[src/design/binary_to_decimal_digits_defines.svh]
// assertion macros for the binary to decimal digit converter
`ifndef BINARY_TO_DECIMAL_DIGITS_DEFINES_SVH
`define BINARY_TO_DECIMAL_DIGITS_DEFINES_SVH

`ifndef SYNTH
`define B2D_ASSERT(name, expr) \
    name: assert property (@(posedge i_clk) disable iff (!i_rst_n) (expr)) \
        else $error("b2d assertion failed");
`define B2D_ASSERT_NEXT(name, pre, post) \
    name: assert property (@(posedge i_clk) disable iff (!i_rst_n) (pre) |=> (post)) \
        else $error("b2d assertion failed");
`else
`define B2D_ASSERT(name, expr)
`define B2D_ASSERT_NEXT(name, pre, post)
`endif

`endif

[src/design/b2dd_pkg.sv]
// shared types, widths and helpers for the binary to decimal digit converter
package b2dd_pkg;

    localparam int VALUE_WIDTH_DEF = 64;
    localparam int IN_W            = 64;
    localparam int DIGIT_W         = 4;
    localparam int POS_W           = 5;
    localparam int COUNT_W         = 5;

    // decimal digits of 2^w - 1, floor(w * log10(2)) + 1
    function automatic int num_digits(input int w);
        return ((w * 1233) >> 12) + 1;
    endfunction

    typedef struct packed {
        logic clr;
        logic conv;
        logic move;
    } t_cell_ctl;

endpackage

[src/design/b2dd_cell.sv]
// one bcd digit cell of the shift-and-add-3 chain
module b2dd_cell
    import b2dd_pkg::*;
(
    input  logic               i_clk,
    input  t_cell_ctl          i_ctl,
    input  logic               i_bit,
    input  logic [DIGIT_W-1:0] i_digit,
    output logic               o_bit,
    output logic [DIGIT_W-1:0] o_digit,
    output logic               o_nz
);

    logic [DIGIT_W-1:0] r_digit;
    logic [DIGIT_W-1:0] w_adj;

    assign w_adj   = (r_digit >= DIGIT_W'(5)) ? r_digit + DIGIT_W'(3) : r_digit;
    assign o_bit   = w_adj[DIGIT_W-1];
    assign o_digit = r_digit;
    assign o_nz    = (r_digit != '0);

    always_ff @(posedge i_clk) begin
        if (i_ctl.clr) begin
            r_digit <= '0;
        end else if (i_ctl.conv) begin
            r_digit <= {w_adj[DIGIT_W-2:0], i_bit};
        end else if (i_ctl.move) begin
            r_digit <= i_digit;
        end
    end

endmodule

[src/design/binary_to_decimal_digits.sv]
// top level: binary to decimal digit converter built on a chain of bcd cells
//
//  channel   | ports                                   | handshake
//  ----------+-----------------------------------------+-----------------------------
//  request   | i_integer_part                          | start high, busy low
//  result    | o_digit o_position o_digit_count        | o_valid strobe, one cycle
//            | o_is_zero o_last                        |
//
// a request shifts VALUE_WIDTH bits through the cell chain, then a settle step, then
// alignment of the top nonzero digit into the last cell and digit output; a zero value
// skips the alignment. results leave in the cycle after each output step, back to
// back. reset clears the control state only. the receiver cannot stall, so a run of
// results is never interrupted.
`include "binary_to_decimal_digits_defines.svh"

module binary_to_decimal_digits
    import b2dd_pkg::*;
#(
    parameter int VALUE_WIDTH = VALUE_WIDTH_DEF
) (
    input  logic               i_clk,
    input  logic               i_rst_n,
    input  logic               start,
    input  logic [IN_W-1:0]    i_integer_part,
    output logic               busy,
    output logic               o_valid,
    output logic [DIGIT_W-1:0] o_digit,
    output logic [POS_W-1:0]   o_position,
    output logic [COUNT_W-1:0] o_digit_count,
    output logic               o_is_zero,
    output logic               o_last
);

    localparam int NUM_DIGITS = num_digits(VALUE_WIDTH);
    localparam int IDX_W      = $clog2(NUM_DIGITS);
    localparam int CNT_W      = $clog2(NUM_DIGITS + 1);
    localparam int STEP_W     = $clog2(VALUE_WIDTH + 1);

    typedef enum logic [2:0] {
        S_IDLE,
        S_CONV,
        S_SETTLE,
        S_ALIGN,
        S_EMIT
    } t_state;

    t_state                 r_state;
    logic [VALUE_WIDTH-1:0] r_value;
    logic [STEP_W-1:0]      r_step;
    logic [CNT_W-1:0]       r_count;
    logic [CNT_W-1:0]       n_count;
    logic [CNT_W-1:0]       r_pos;
    logic                   r_valid;
    logic [DIGIT_W-1:0]     r_digit;
    logic [POS_W-1:0]       r_position;
    logic [COUNT_W-1:0]     r_digit_count;
    logic                   r_is_zero;
    logic                   r_last;

    t_cell_ctl              w_ctl;
    logic                   w_accept;
    logic                   w_emit_last;
    logic [NUM_DIGITS-1:0]  w_cout;
    logic [NUM_DIGITS-1:0]  w_nz;
    logic [DIGIT_W-1:0]     w_digit [NUM_DIGITS];

    assign w_accept    = start && (r_state == S_IDLE);
    assign busy        = (r_state != S_IDLE);
    assign w_emit_last = (r_count == '0) || (r_pos == r_count - CNT_W'(1));

    always_comb begin
        w_ctl.clr  = w_accept;
        w_ctl.conv = (r_state == S_CONV);
        w_ctl.move = (r_state == S_EMIT) ||
                     ((r_state == S_ALIGN) && (r_count != '0) && !w_nz[NUM_DIGITS-1]);
    end

    // digit count grows by at most one per shift step
    always_comb begin
        n_count = r_count;
        if ((r_count < CNT_W'(NUM_DIGITS)) && w_nz[r_count[IDX_W-1:0]]) begin
            n_count = r_count + CNT_W'(1);
        end
    end

    for (genvar g = 0; g < NUM_DIGITS; g++) begin : g_cell
        logic               w_bit_in;
        logic [DIGIT_W-1:0] w_digit_in;
        if (g == 0) begin : g_first
            assign w_bit_in   = r_value[VALUE_WIDTH-1];
            assign w_digit_in = '0;
        end else begin : g_rest
            assign w_bit_in   = w_cout[g-1];
            assign w_digit_in = w_digit[g-1];
        end
        b2dd_cell u_cell (
            .i_clk   (i_clk),
            .i_ctl   (w_ctl),
            .i_bit   (w_bit_in),
            .i_digit (w_digit_in),
            .o_bit   (w_cout[g]),
            .o_digit (w_digit[g]),
            .o_nz    (w_nz[g])
        );
    end

    always_ff @(posedge i_clk) begin
        if (!i_rst_n) begin
            r_state <= S_IDLE;
            r_valid <= 1'b0;
        end else begin
            r_valid <= 1'b0;
            unique case (r_state)
                S_IDLE: begin
                    if (w_accept) begin
                        r_state <= S_CONV;
                    end
                end
                S_CONV: begin
                    if (r_step == '0) begin
                        r_state <= S_SETTLE;
                    end
                end
                S_SETTLE: begin
                    r_state <= S_ALIGN;
                end
                S_ALIGN: begin
                    if ((r_count == '0) || w_nz[NUM_DIGITS-1]) begin
                        r_state <= S_EMIT;
                    end
                end
                S_EMIT: begin
                    r_valid <= 1'b1;
                    if (w_emit_last) begin
                        r_state <= S_IDLE;
                    end
                end
                default: begin
                    r_state <= S_IDLE;
                end
            endcase
        end

        if (w_accept) begin
            r_value <= i_integer_part[VALUE_WIDTH-1:0];
            r_step  <= STEP_W'(VALUE_WIDTH - 1);
            r_count <= '0;
            r_pos   <= '0;
        end else if (r_state == S_CONV) begin
            r_value <= {r_value[VALUE_WIDTH-2:0], 1'b0};
            r_step  <= r_step - STEP_W'(1);
            r_count <= n_count;
        end else if (r_state == S_SETTLE) begin
            r_count <= n_count;
        end else if (r_state == S_EMIT) begin
            r_pos <= r_pos + CNT_W'(1);
        end

        if (r_state == S_EMIT) begin
            r_digit       <= w_digit[NUM_DIGITS-1];
            r_position    <= POS_W'(r_pos);
            r_digit_count <= COUNT_W'(r_count);
            r_is_zero     <= (r_count == '0);
            r_last        <= w_emit_last;
        end
    end

    assign o_valid       = r_valid;
    assign o_digit       = r_digit;
    assign o_position    = r_position;
    assign o_digit_count = r_digit_count;
    assign o_is_zero     = r_is_zero;
    assign o_last        = r_last;

    `B2D_ASSERT(a_no_overflow, (r_state != S_CONV) || !w_cout[NUM_DIGITS-1])
    `B2D_ASSERT(a_count_range, (r_state == S_IDLE) || (r_count <= CNT_W'(NUM_DIGITS)))
    `B2D_ASSERT_NEXT(a_run_contiguous, o_valid && !o_last, o_valid)
    `B2D_ASSERT_NEXT(a_run_ends, o_valid && o_last, !o_valid)
    `B2D_ASSERT_NEXT(a_accept_busy, start && !busy, busy)

endmodule

[config.mk]
export PLATFORM = sky130hd
export DESIGN_NAME = binary_to_decimal_digits
export DESIGN_NICKNAME = d
export VERILOG_FILES = /design/src/design/b2dd_pkg.sv /design/src/design/b2dd_cell.sv /design/src/design/binary_to_decimal_digits.sv
export VERILOG_INCLUDE_DIRS = /design/src /design/src/design
export SDC_FILE = /design/constraint.sdc
export NUM_CORES = 1
export LEC_CHECK = 0
export BUFFER_PORTS_ARGS = -buffer_cell sky130_fd_sc_hd__buf_4
export CORE_MARGIN = 3
export CORE_UTILIZATION = 50
export DETAILED_ROUTE_END_ITERATION = 12
export GPL_TIMING_DRIVEN = 0
export PLACE_DENSITY = 0.69
export SLEW_MARGIN = 25
export SYNTH_ARGS = -nofsm -noshare
export SYNTH_HDL_FRONTEND = slang
export SYNTH_SLANG_ARGS = --single-unit
[constraint.sdc]
create_clock -name i_clk -period 4.7 [get_ports i_clk]
set_input_delay 0.235 -clock i_clk [delete_from_list [all_inputs] [get_ports i_clk]]
set_output_delay 0.235 -clock i_clk [all_outputs]
set_load 0.03 [all_outputs]
==> flow_summary.yaml <==
status:
  outcome: "completed"
die:
  die_height_um: 147
  ios: 85
  rows: 50
  core_region_area_mm2: 0.0191
  initial_core_util: 0.520
  die_area_mm2: 0.0216
  die_width_um: 147
power:
  ir_worst_vdd_uv: 235
  leakagePower_nw: 4.51
  power_density_mw_per_mm2: 408
drt:
  vias_per_cell: 5.78
  top_layer: "met4"
  dr_wl_met2_um: 12000
  vias: 8588
  drtPass1Iterations: 5
  drc_errors: 0
  wl_met3_um: 1770
  ant_nets: 0
  wl_um: 26500
  met1_length_um: 12100
  drtIter0Drc: 760
  routedWlPerCell_um: 17.9
timing:
  final.period_utilization: 0.698
  finalCriticalPeriod_ns: 3.28
  setup_violations: 0
  slew_headroom: 0.428
  report.final.slew_viol_count: 0
  fin_ws_ns: 1.42
  max_freq_mhz: 305
  hold_violations: 0
  max_slew.worst_pin.slew_ns: 0.859
  skew_ns: 0.0108
  rsz0062_at_grt: "no"
synth:
  yosysMostFrequentCell: "nand2_1"
  synth_enable_flop_cells: 80
  netlist_area_mm2: 0.00992
  yosys.area.top_type: "edfxtp_1"
  synth-compound-area-share: 0.190
  synthAdderAreaFrac: 0.0568
  synth_top_area_frac: 0.242
  synth_top_family_by_area: "compound AO/OA/AOI/OAI gates"
  muxShareOfSynthArea: 0.0212
  synth_cells: 1108
  yosys.area_share.xor_xnor: 0.0468
  synth.distinct_cells: 50
  async_reset_ff_frac: 0
  synth_fp_nets: 1220
  synthSimpleGateAreaFrac: 0.178
  synth-seq-cells: 181
  ys_seq_area_frac: 0.446
  synth_ff_type: "dfxtp_1"
  yosys-top-cells-area: "edfxtp_1, dfxtp_1, nand2_1"
  synth-warning-count: 0
  ys_top_cells_by_count: "nand2_1, a211oi_1, dfxtp_1"
  avgSynthCellArea_um2: 8.95
grt:
  antenna_found_initial: 0
  grt_max_degree: 37
  grt-ovfl-total: 0
  grtUsageTotal: 0.242
  grt_pass1_vias: 8234
  grt_pass1_wl_um: 42200
setup_path:
  start_kind: "flip-flop"
  path_cells: "buf_2 > and2b_1 > nand2b_1 > buf_2 > clkbuf_1 > buf_1 > nand2_4 > buf_12"
  critPathSlowestCell: "buf_1"
  reg2reg_from: "r_state[0]$_SDFFE_PN0P_"
  end_kind: "flip-flop"
  critPathBufInv: 5
  reg2reg_to: "r_value[14]$_DFFE_PP_"
  cpLargestDelayFamily: "buffers and inverters"
  cp.required_ns: 4.87
  worst_path_most_repeated_cell: "buf_2"
  critPathArrivalTime_ns: 3.45
  r2r_slack_ns: 1.42
  crit_path_max_fanout: 36
  critPathMaxStageDelay_ns: 0.60
  crit_type: "flip-flop to flip-flop"
  reg2regPathDepth: 8
hold_path:
  worstHoldEndpoint: "o_valid$_SDFF_PN0_"
  hp-class: "primary input to flip-flop"
  whs_path_depth: 2
  hold_path.startpoint: "i_rst_n"
cells_and_area:
  drive_gt1_frac: 0.128
  postLayoutCoreUtil: 0.599
  num-fill-cells: 1709
  multi_input_area_mm2: 0.00490
  area_delta_synth_final_pct: 15.4
  final_cells: 1485
  final_nets: 1324
  antennaDiodeCount: 0
  seq_area_mm2: 0.00442
clocking:
  post_cts_resized: 0
  clock-sinks: 181
  htree_levels: 4
  cts-root-buf: "clkbuf_16"
  clk_latency_ns: 0.43
  numCtsBuffers: 17
  path_clk_slew_ns: 0.06
  cts_tree: "yes"
  post-cts-setup-buffers: 0
  postCtsHoldBufs: 0
  clk_path_buf_depth: 2
placement:
  dp_slack_ns: 1.45
  post-dp-hpwl_um: 18200
  dpl.cell_count: 1453
  place_congestion: 0.953
  io_buffers: 84
job:
  cap_viol_max_count: 0
-- report_power, final --
part	internal (mW)	switching [mW]	leakage (nW)
registers	1.87	0.162	1.63
clock network	0.681	0.656	0.247
logic	0.522	0.770	2.63
total	3.07	1.59	4.51
-- per-layer routing --
metal | vias up | GRT usage
met1 | 4130 | 0.330
met2 | 283 | 0.383
met3 | 48 | 0.0506
met5 | - | 0
li1 | 4127 | -
met4 | 0 | 0.0856
-- sequential cells by signal, indices dropped and copies added (netlist names), 3 cells and up --
| name | flops |
|---|---|
| g_cell.u_cell.o_digit | 80 |
| o_position | 5 |
| r_count | 5 |
| r_step | 7 |
| o_digit | 4 |
| r_value | 64 |
| r_state | 3 |
| o_digit_count | 5 |
| r_pos | 5 |
-- cell families after synthesis --
logic type | Yosys count
mux | 21
simple gates | 396
buf+inv | 141
xor+xnor | 53
flops | 181
compound gates | 271
fa+ha+maj | 45
-- placed cells by master, fill, tap and decap left out, types with 51 or more instances in the layout --
master / n
nand2_1: 214
nor2_1: 85
edfxtp_1: 80
a21oi_1: 61
dfxtp_1: 101
buf_4: 88
clkbuf_1: 51
a211oi_1: 101
inv_1: 63
-- how the worst max path moves through the flow --
stage | start | end | slack [ns] | cells after the start
finish | r_state[0]$_SDFFE_PN0P_ | r_value[14]$_DFFE_PP_ | 1.42 | 8
global route | r_state[0]$_SDFFE_PN0P_ | r_value[12]$_DFFE_PP_ | 1.28 | 8
CTS | r_state[0]$_SDFFE_PN0P_ | r_value[14]$_DFFE_PP_ | 1.44 | 8
detailed placement | r_state[0]$_SDFFE_PN0P_ | r_value[22]$_DFFE_PP_ | 1.45 | 8
global placement | r_state[0]$_SDFFE_PN0P_ | r_value[50]$_DFFE_PP_ | -0.01 | 7
floorplan | r_state[0]$_SDFFE_PN0P_ | r_value[0]$_SDFFCE_PN0P_ | 1.39 | 7
-- stage by stage --
stage               instance area [um^2]  TNS (ns)  hold slack, ns  total power, mW
finish                             11400         0          0.0367             4.66
global route                       11400         0          0.0269             4.89
CTS                                11400         0          0.0249             4.65
detailed placement                 10900         0           0.431             3.32
global placement                   10900    -0.464           0.429             3.29
floorplan                           9920         0           0.357             2.96
-- final cells by class --
| type | instances | share of cell area |
|---|---|---|
| flip-flops and latches | 181 | 0.387 |
| repair buffers | 85 | 0.0569 |
| plain buffers | 78 | 0.0323 |
| clock inverters | 14 | 0.00919 |
| inverters | 63 | 0.0207 |
| multi-input cells | 786 | 0.428 |
| clock buffers | 18 | 0.0375 |
| well taps | 260 | 0.0284 |
(Power assumes the default switching activity.)
